File: src/hw/rtl/rfw_pkg.sv
// rotated framebuffer writer: shared types, sizes, codes and helper functions
// no dependencies; every other file imports this package
`timescale 1ns / 1ps
`default_nettype none

package rfw_pkg;

    localparam int MEM_DEPTH = 16384;
    localparam int MAX_DIM   = 256;

    localparam int ADDR_W   = $clog2(MEM_DEPTH);
    localparam int DIM_W    = 9;
    localparam int COORD_W  = 8;
    localparam int COLOUR_W = 16;
    localparam int RADDR_W  = 14;
    localparam int OP_W     = 2;
    localparam int ACC_W    = 2 * DIM_W;
    localparam int CNT_W    = $clog2(DIM_W);
    localparam int CFG_IDX_W = 2;

    localparam logic [COLOUR_W-1:0] RESET_COLOUR = 16'hF81F;

    localparam int MIRROR_H = 0;
    localparam int MIRROR_V = 1;

    typedef enum logic [OP_W-1:0] {
        OP_SET   = 2'd0,
        OP_CLEAR = 2'd1,
        OP_READ  = 2'd2,
        OP_NONE  = 2'd3
    } op_t;

    typedef enum logic [1:0] {
        ROT_0   = 2'd0,
        ROT_90  = 2'd1,
        ROT_180 = 2'd2,
        ROT_270 = 2'd3
    } rot_t;

    typedef enum logic [CFG_IDX_W-1:0] {
        CFG_ROTATION = 2'd0,
        CFG_MIRROR   = 2'd1,
        CFG_WIDTH    = 2'd2,
        CFG_HEIGHT   = 2'd3
    } cfg_idx_t;

    typedef struct packed {
        logic [1:0]       rotation;
        logic [1:0]       mirror_mode;
        logic [DIM_W-1:0] width;
        logic [DIM_W-1:0] height;
    } cfg_t;

    typedef struct packed {
        logic [OP_W-1:0]     operation;
        logic [COORD_W-1:0]  x_coord;
        logic [COORD_W-1:0]  y_coord;
        logic [COLOUR_W-1:0] pixel_color;
        logic [RADDR_W-1:0]  read_address;
    } cmd_t;

    typedef struct packed {
        logic [COLOUR_W-1:0] read_data;
        logic [RADDR_W-1:0]  written_address;
        logic                written;
        logic                clipped;
    } rsp_t;

    typedef struct packed {
        logic                we;
        logic [ADDR_W-1:0]   waddr;
        logic [COLOUR_W-1:0] wdata;
        logic [ADDR_W-1:0]   raddr;
    } mem_req_t;

    typedef struct packed {
        logic idle;
        logic filling;
        logic res_load;
    } ctrl_status_t;

    // dimensions above the display limit behave as the limit
    function automatic logic [DIM_W-1:0] eff_dim(input logic [DIM_W-1:0] d);
        if (int'(d) > MAX_DIM)
            return DIM_W'(MAX_DIM);
        return d;
    endfunction

    function automatic logic [COLOUR_W-1:0] swap_bytes(input logic [COLOUR_W-1:0] c);
        return {c[7:0], c[15:8]};
    endfunction

endpackage

`default_nettype wire

File: src/hw/rtl/rfw_alu.sv
// shared adder used for the shift-add multiply steps and the sweep address count
// depends on rfw_pkg
`timescale 1ns / 1ps
`default_nettype none

module rfw_alu
    import rfw_pkg::*;
(
    input  wire logic [ACC_W-1:0] a,
    input  wire logic [ACC_W-1:0] b,
    output logic      [ACC_W-1:0] sum
);

    assign sum = a + b;

endmodule

`default_nettype wire

File: src/hw/rtl/rfw_ctrl.sv
// sequencer: coordinate mapping, shift-add address multiply, fill sweep, reads
// depends on rfw_pkg and rfw_alu
`timescale 1ns / 1ps
`default_nettype none

module rfw_ctrl
    import rfw_pkg::*;
(
    input  wire logic                clk,
    input  wire logic                rst_n,
    input  wire cfg_t                cfg,
    input  wire logic                cmd_valid,
    input  wire cmd_t                cmd,
    output logic                     cmd_ready,
    input  wire logic                out_free,
    output rsp_t                     res,
    output ctrl_status_t             status,
    output mem_req_t                 mem_req,
    input  wire logic [COLOUR_W-1:0] mem_q
);

    typedef enum logic [6:0] {
        S_IDLE  = 7'b0000001,
        S_MUL   = 7'b0000010,
        S_PLACE = 7'b0000100,
        S_AREA  = 7'b0001000,
        S_FILL  = 7'b0010000,
        S_READ  = 7'b0100000,
        S_DONE  = 7'b1000000
    } state_t;

    state_t              state_reg, state_next;
    logic [ACC_W-1:0]    acc_reg, acc_next;
    logic [ACC_W-1:0]    mcand_reg, mcand_next;
    logic [DIM_W-1:0]    mplier_reg, mplier_next;
    logic [CNT_W-1:0]    cnt_reg, cnt_next;
    logic [ACC_W-1:0]    fill_addr_reg, fill_addr_next;
    logic [COLOUR_W-1:0] colour_reg, colour_next;
    logic                init_reg, init_next;
    logic                rd_ok_reg, rd_ok_next;
    rsp_t                res_reg, res_next;

    logic [ACC_W-1:0] alu_a, alu_b, alu_sum;

    logic [DIM_W-1:0] w, h, pw, ph, x9, y9, xsel, ysel, px, py;
    logic             odd, in_range, flip_x, flip_y, last_step, fill_end;

    rfw_alu u_alu (
        .a   (alu_a),
        .b   (alu_b),
        .sum (alu_sum)
    );

    // map logical coordinates to memory column and row
    always_comb
    begin
        w        = eff_dim(cfg.width);
        h        = eff_dim(cfg.height);
        odd      = cfg.rotation[0];
        pw       = odd ? h : w;
        ph       = odd ? w : h;
        x9       = DIM_W'(cmd.x_coord);
        y9       = DIM_W'(cmd.y_coord);
        in_range = (x9 < w) && (y9 < h);
        xsel     = odd ? y9 : x9;
        ysel     = odd ? x9 : y9;
        flip_x   = ((cfg.rotation == ROT_90) || (cfg.rotation == ROT_180))
                   ^ cfg.mirror_mode[MIRROR_H];
        flip_y   = ((cfg.rotation == ROT_180) || (cfg.rotation == ROT_270))
                   ^ cfg.mirror_mode[MIRROR_V];
        px       = flip_x ? (pw - xsel - DIM_W'(1)) : xsel;
        py       = flip_y ? (ph - ysel - DIM_W'(1)) : ysel;
    end

    assign last_step = (cnt_reg == CNT_W'(DIM_W - 1));
    assign fill_end  = (fill_addr_reg == acc_reg) || (fill_addr_reg == ACC_W'(MEM_DEPTH));

    always_comb
    begin
        state_next     = state_reg;
        acc_next       = acc_reg;
        mcand_next     = mcand_reg;
        mplier_next    = mplier_reg;
        cnt_next       = cnt_reg;
        fill_addr_next = fill_addr_reg;
        colour_next    = colour_reg;
        init_next      = init_reg;
        rd_ok_next     = rd_ok_reg;
        res_next       = res_reg;
        alu_a          = acc_reg;
        alu_b          = '0;
        mem_req.we     = 1'b0;
        mem_req.waddr  = acc_reg[ADDR_W-1:0];
        mem_req.wdata  = colour_reg;
        mem_req.raddr  = ADDR_W'(cmd.read_address);
        status.idle     = (state_reg == S_IDLE);
        status.filling  = (state_reg == S_FILL);
        status.res_load = 1'b0;

        case (state_reg)
            S_IDLE:
            begin
                if (cmd_valid)
                begin
                    res_next    = '0;
                    cnt_next    = '0;
                    case (cmd.operation)
                        OP_SET:
                        begin
                            if (!in_range)
                            begin
                                res_next.clipped = 1'b1;
                                state_next       = S_DONE;
                            end
                            else
                            begin
                                acc_next    = ACC_W'(px);
                                mcand_next  = ACC_W'(pw);
                                mplier_next = py;
                                colour_next = swap_bytes(cmd.pixel_color);
                                state_next  = S_MUL;
                            end
                        end
                        OP_CLEAR:
                        begin
                            acc_next    = '0;
                            mcand_next  = ACC_W'(w);
                            mplier_next = h;
                            colour_next = cmd.pixel_color;
                            state_next  = S_AREA;
                        end
                        OP_READ:
                        begin
                            rd_ok_next = (int'(cmd.read_address) < MEM_DEPTH);
                            state_next = S_READ;
                        end
                        default:
                        begin
                            state_next = S_DONE;
                        end
                    endcase
                end
            end
            S_MUL, S_AREA:
            begin
                // one partial product per cycle, lsb of the multiplier first
                alu_b       = mplier_reg[0] ? mcand_reg : '0;
                acc_next    = alu_sum;
                mcand_next  = mcand_reg << 1;
                mplier_next = mplier_reg >> 1;
                cnt_next    = cnt_reg + CNT_W'(1);
                if (last_step)
                begin
                    fill_addr_next = '0;
                    state_next     = (state_reg == S_MUL) ? S_PLACE : S_FILL;
                end
            end
            S_PLACE:
            begin
                if (acc_reg < ACC_W'(MEM_DEPTH))
                begin
                    mem_req.we               = 1'b1;
                    res_next.written         = 1'b1;
                    res_next.written_address = RADDR_W'(acc_reg);
                end
                else
                begin
                    res_next.clipped = 1'b1;
                end
                state_next = S_DONE;
            end
            S_FILL:
            begin
                // acc holds the entry count; the sweep also stops at the store depth
                if (fill_end)
                begin
                    init_next  = 1'b0;
                    res_next   = '0;
                    state_next = init_reg ? S_IDLE : S_DONE;
                end
                else
                begin
                    mem_req.we     = 1'b1;
                    mem_req.waddr  = fill_addr_reg[ADDR_W-1:0];
                    alu_a          = fill_addr_reg;
                    alu_b          = ACC_W'(1);
                    fill_addr_next = alu_sum;
                end
            end
            S_READ:
            begin
                res_next.read_data = rd_ok_reg ? mem_q : '0;
                state_next         = S_DONE;
            end
            S_DONE:
            begin
                if (out_free)
                begin
                    status.res_load = 1'b1;
                    state_next      = S_IDLE;
                end
            end
            default:
            begin
                state_next = S_IDLE;
            end
        endcase
    end

    always_ff @(posedge clk or negedge rst_n)
    begin
        if (!rst_n)
        begin
            // after reset the whole store is swept to the reset colour
            state_reg     <= S_FILL;
            acc_reg       <= ACC_W'(MEM_DEPTH);
            fill_addr_reg <= '0;
            colour_reg    <= RESET_COLOUR;
            init_reg      <= 1'b1;
            cnt_reg       <= '0;
        end
        else
        begin
            state_reg     <= state_next;
            acc_reg       <= acc_next;
            fill_addr_reg <= fill_addr_next;
            colour_reg    <= colour_next;
            init_reg      <= init_next;
            cnt_reg       <= cnt_next;
        end
    end

    always_ff @(posedge clk)
    begin
        mcand_reg  <= mcand_next;
        mplier_reg <= mplier_next;
        rd_ok_reg  <= rd_ok_next;
        res_reg    <= res_next;
    end

    assign cmd_ready      = (state_reg == S_IDLE);
    assign res            = res_reg;

endmodule

`default_nettype wire

File: config.mk
export PLATFORM = sky130hd
export DESIGN_NAME = rfw_ctrl
export DESIGN_NICKNAME = d
export VERILOG_FILES = /design/src/hw/rtl/rfw_pkg.sv /design/src/hw/rtl/rfw_alu.sv /design/src/hw/rtl/rfw_ctrl.sv
export SDC_FILE = /design/constraint.sdc
export NUM_CORES = 1
export LEC_CHECK = 0
export BUFFER_PORTS_ARGS = -buffer_cell sky130_fd_sc_hd__buf_4
export CORE_MARGIN = 2
export CORE_UTILIZATION = 61
export CTS_CLUSTER_DIAMETER = 40
export DETAILED_ROUTE_END_ITERATION = 7
export HOLD_SLACK_MARGIN = 0.05
export PLACE_DENSITY = 0.92
export SLEW_MARGIN = 20
export SYNTH_ARGS = -nofsm -noshare
export SYNTH_HDL_FRONTEND = slang
export SYNTH_SLANG_ARGS = --single-unit
File: constraint.sdc
create_clock -name clk -period 8.2 [get_ports clk]
set_clock_uncertainty 0.05 [all_clocks]
set_input_delay 0.41 -clock clk [delete_from_list [all_inputs] [get_ports clk]]
set_output_delay 0.41 -clock clk [all_outputs]
set_load 0.02 [all_outputs]
## After elaboration in Yosys (flattened, before gate mapping)

Index checks and enable logic that the tools add are counted.

| storage, ports and cells | value |
|---|---|
| input port bits | 90 |
| register bits after elaboration | 123 |
| logic and storage cells | 130 |

| operators by class | value |
|---|---|
| reductions and logical operators | 21 |
| multiplexer cells | 59 |
| bitwise logic cells | 2 |
| $lt $le $gt $ge | 5 |
| $add $sub $neg | 6 |
| equal/unequal tests | 25 |

Operator list:

| kind | count |
|---|---|
| 18-bit one-hot mux with 2 select lines | 6 |
| 18-bit two-way mux | 9 |
| 16-bit one-hot mux with 3 select lines | 2 |
| 9-bit two-way mux | 10 |
| 32-bit two-way mux | 2 |
| 7-bit two-way mux | 6 |
| 9-bit one-hot mux with 2 select lines | 2 |
| 7-bit one-hot mux with 5 select lines | 1 |
| 16-bit one-hot mux with 2 select lines | 1 |
| 15-bit two-way mux | 2 |
| 7-bit one-hot mux with 3 select lines | 1 |
| 4-bit AND reduction | 5 |
| 18-bit adder | 1 |
| 18-bit by 15-bit == test with 1-bit output, second input constant | 1 |
| 18-bit == test | 1 |
| 9-bit greater-than comparator, second input constant | 2 |
| 18-bit by 15-bit < comparator with 1-bit output, second input constant | 1 |
| 8-bit by 9-bit < comparator with 1-bit output | 2 |
| 9-bit by 1-bit subtractor with 9-bit output, second input constant | 2 |
| 9-bit by 8-bit subtractor with 9-bit output | 2 |
| 16-bit two-way mux | 1 |
| 8-bit two-way mux | 2 |
| 14-bit two-way mux | 1 |
| 2-bit != test, second input constant | 7 |
| other kinds (28) | 48 |

## Depth between registers and ports, before layout

| depth | value |
|---|---|
| word-level depth | 11 |
| mapped depth | 17 |
| depth with buffers taken out | 16 |

## Modules after synthesis

A second synthesis with hierarchy kept.

| unflattened totals | value |
|---|---|
| cell total of the unflattened synthesis | 934 |
| area total of the unflattened synthesis | 8,819.7 sq um |

Modules (own cells, without submodules):

| module | cells each | area each (sq um) | sequential area each (sq um) | instances |
|---|---|---|---|---|
| rfw_ctrl | 805 | 7,893.8 | 3,389.5 | 1 |
| rfw_alu | 129 | 925.9 | 0.0 | 1 |

## Worst setup path after synthesis

No wires, ideal clock.

| timing path | value |
|---|---|
| kind | register to register |
| from | register state_reg[0] |
| to | register acc_reg[16] |
| buffers on the path | 1 |
| stages on the path, launching flop included | 16 |
| clock period less this slack | 4.079 ns |
| path slack | 4.121 ns |
| data arrival time | 3.895 ns |
| setup time | 0.134 ns |
| cells stage by stage | dfrtp_1 -> nor3_1 -> and2_1 -> nand3b_1 -> nor3_1 -> buf_2 -> mux2_2 -> ha_1 -> fa_1 -> a211oi_1 -> o21ai_0 -> a31oi_1 -> o21ai_0 -> a31o_2 -> xnor2_1 -> o21ai_0 |

| on the way | value |
|---|---|
| cells in the longest elaborated chain, start to end | 5 |

Ends and longest elaborated chain:

| what | line | RTL |
|---|---|---|
| from (decl) | rfw_ctrl.sv:32 | `state_t state_reg, state_next;` |
| from (signal assigned) | rfw_ctrl.sv:224 | `state_reg <= state_next;` |
| 7-bit by 2-bit == test with 1-bit output / 7-bit by 4-bit == test with 1-bit output (equally long branches) | rfw_ctrl.sv:100 | `case (state_reg)` |
| 2-bit OR reduction | rfw_ctrl.sv:100 |  |
| 18-bit one-hot mux with 2 select lines | rfw_ctrl.sv:100 |  |
| 18-bit adder | rfw_alu.sv:14 | `assign sum = a + b;` |
| 18-bit one-hot mux with 2 select lines | rfw_ctrl.sv:100 |  |
| to (signal assigned) | rfw_ctrl.sv:216 | `acc_reg <= ACC_W'(MEM_DEPTH);` |
| to (signal assigned) | rfw_ctrl.sv:225 | `acc_reg <= acc_next;` |
| to (decl) | rfw_ctrl.sv:33 | `logic [ACC_W-1:0] acc_reg, acc_next;` |

Several ways; a longest one is shown, not always the timed one.
A chain may end at the register's enable or synchronous reset.

## Worst setup path in the final report

| timing path | value |
|---|---|
| from | register fill_addr_reg[10] |
| to | register acc_reg[16] |

| on the way | value |
|---|---|
| cells in the longest elaborated chain, start to end | 6 |

Ends and longest elaborated chain:

| what | line | RTL |
|---|---|---|
| from (decl) | rfw_ctrl.sv:37 | `logic [ACC_W-1:0] fill_addr_reg, fill_addr_next;` |
| from (signal assigned) | rfw_ctrl.sv:226 | `fill_addr_reg <= fill_addr_next;` |
| 18-bit == test / 18-bit by 15-bit == test with 1-bit output (equally long branches) | rfw_ctrl.sv:76 | `assign fill_end = (fill_addr_reg == acc_reg) \|\| (fill_addr_reg == ACC_W'(MEM_DEPTH));` |
| 1-bit logical OR | rfw_ctrl.sv:76 |  |
| 1-bit two-way mux / 18-bit two-way mux (equally long branches) | rfw_ctrl.sv:175 | `if (fill_end)` |
| 18-bit one-hot mux with 2 select lines / 18-bit two-way mux (equally long branches) | rfw_ctrl.sv:100 |  |
| 18-bit adder (*) | rfw_alu.sv:14 |  |
| 18-bit one-hot mux with 2 select lines (*) | rfw_ctrl.sv:100 |  |

Mark *: on every way between the ends. The rest lies on a longest branch, timed or not.

==> results.ini <==
[logic_synthesis]
synthTopCellsByCount=o21ai_0, edfxtp_1, nand2_1
synth-seq-area-share_pct=40.6
synth_top_area_cell=edfxtp_1
yosysMostFrequentCell=o21ai_0
yosysUniqueCellTypes=64
ys_seq_elements=123
synth-xor-area-share_pct=4.82
yosysWarnings=0
synthCells=846
synth_compound_area_share_pct=16.1
synth_area_leaders=edfxtp_1, dfrtp_1, ha_1, mux2i_1, o21ai_0
synth_edf_count=59
synth_fa_ha_area_share_pct=8.35
muxShareOfSynthArea_pct=8.71
synth_top_family_by_area=simple AND/OR/NAND/NOR gates
avgSynthCellArea_um2=9.88
syn_area_um2=8360
synthFlopType=edfxtp_1
ys_async_sr_fraction_pct=52.0
syn_nets=990
synth-simple-area-share_pct=17.3
yosys.area.top_type_share_pct=21.2

[cells_and_area]
fin_util_pct=75.4
largest_register_ffs=32
final_cells=1150
drive_gt1_share_pct=23.3
final_area_um2=10000
area_growth_pct=19.9
n_fill_cell=906
antenna_cells=0
fin_nets=1105

[critical_path]
worst_setup_path_start_kind=flip-flop
cp_data_arrival_time_ps=4970
cp_slowest_stage_delay_ps=440
path_max_fanout=33
cp_common_cell=o21ai_0
crit_type=reg2reg
worstPathRequired_ps=8410
end_kind=flip-flop
path_cells=xor2_1 > nor4_1 > nand3_1 > nor4_2 > nor3_2 > buf_4 > clkinv_1 > nand2_1 > ha_1 > fa_1 > a211oi_1 > o21ai_0 > a31oi_1 > o21ai_0 > a31o_2 > xnor2_1 > o21ai_0
slowest_stage=dfrtp_1

[floorplan]
std_cell_rows=42
floorplan.die.width_um=121
core-area_um2=13300
boundaryPins=171
start_util_pct=62.9
dieArea_um2=14700
fp.dieH_um=121

[global_route]
globalRouteOverflowTotal=0
grt_busiest_layer=met2
grt_antenna_before_repair=0
grt_usage_pct=30.1
grt_start_max_net_pins=65
grt_pass1_vias=6895
grt_pass1_wl_mm=34.5
use_met1_pct=39.6
grt_use_met3_pct=6.30
globalRouteMet2Util_pct=47.6

[power]
power_mw=3.36
power_leakage_nw=4.62
vdd_drop_max_v=0.000186
p_per_area_nw_per_um2=336

[routing]
viasPerCell=6.23
wl_per_cell_um=18.6
drc_errors=0
vias=7166
ant_nets=0
routed_wl_mm=21.4
dr.pass1.iters=5
initialDrtViolationCount=643

[clock_network]
post_cts_buffers=0
clockBufferDepth=2
root_buffer=clkbuf_16
cts_sinks=123
numCtsBuffers=17
tritoncts=done
ctsHoldBuffers=0
insertion_delay_ps=420
clk_pin_slew_ps=50
ctsResizeCount=0
htreeDepth=4

[sta]
worstMarginPinSlew_ps=1030
drv_slew=0
fin_setup_tns_ps=0
rsz0062_at_grt=false
slew_headroom_pct=31.0
setup_viol_count_final=0
timing.final.crit_share_pct=58.0
setup_slack_ps=3440
finalHoldViolations=0
fin_crit_ps=4760
whs_ps=39.3
fmax_ghz=0.210

[placement]
place_ws_ps=3670
place_area_um2=9480
port_buffers=142
placedCellCount=1118
dpl.hpwl_mm=15.3
place_congestion=0.955

[run_status]
outcome=finished clean

[hold_path]
min_path_type=in2async

[run]
max-cap-violations=0

cells by family after synthesis:
kind of cell | count (synthesis)
muxes | 70
DFF | 123
and+or+nand+nor | 275
adders and majority gates | 54
AOI/OAI and AO/OA | 204
buffers and inverters | 74
xor gates and xnor gates | 46
path summary, 6_finish.rpt:
| kind | from | to | slack, ps | depth (start not counted) |
|---|---|---|---|---|
| max | fill_addr_reg[10] | acc_reg[16] | 3440 | 17 |
| min | rst_n | fill_addr_reg[13] | 40 | 1 |
| max reg2reg | fill_addr_reg[10] | acc_reg[16] | 3440 | 17 |
| min reg2reg | colour_reg[13] | colour_reg[13] | 430 | 2 |
| max in group asynchronous | rst_n | cnt_reg[1] | 7530 | 1 |
| min in group clk | out_free | state_reg[6] | 170 | 2 |
placed cells by master (no fill, tap or decap), drive strengths merged, types with 21 or more instances in the layout:
cell type	instances
and3	22
and2	45
nor2	51
edfxtp	59
mux2i	51
o21ai	72
buf	149
ha	51
xor2	27
a21oi	33
dfrtp	51
nand2	54
inv	21
critical path: cells and delay by family (launching register included):
family	cells	cell delay, ps
AOI/OAI and AO/OA	6	1370
adders and majority gates	2	680
and+or+nand+nor	5	1150
xor gates and xnor gates	2	360
buffers and inverters	2	540
DFF	1	440
layer usage:
layer  vias up  wire length (um)
met4         0               790
met5         -                 0
met3        70              1790
li1       3351                 -
met2       404              9920
met1      3341              8850
power breakdown:
group | total (mW) | leakage, nW | internal (mW) | switching (mW)
registers | 1.16 | 1.38 | 0.981 | 0.176
logic | 1.53 | 2.98 | 0.595 | 0.930
clock network | 0.682 | 0.256 | 0.410 | 0.272
final cells by class:
type / instances / area [um^2] / share of cell area (%)
timing repair buffer: 149 / 1120 / 11.2
inverter: 21 / 78.8 / 0.786
tap: 176 / 220 / 2.20
multi-input combinational: 649 / 4680 / 46.7
sequential: 123 / 3390 / 33.8
clock inverter: 14 / 105 / 1.05
clock buffer: 18 / 429 / 4.28
Power figures use the tool's default switching activity.
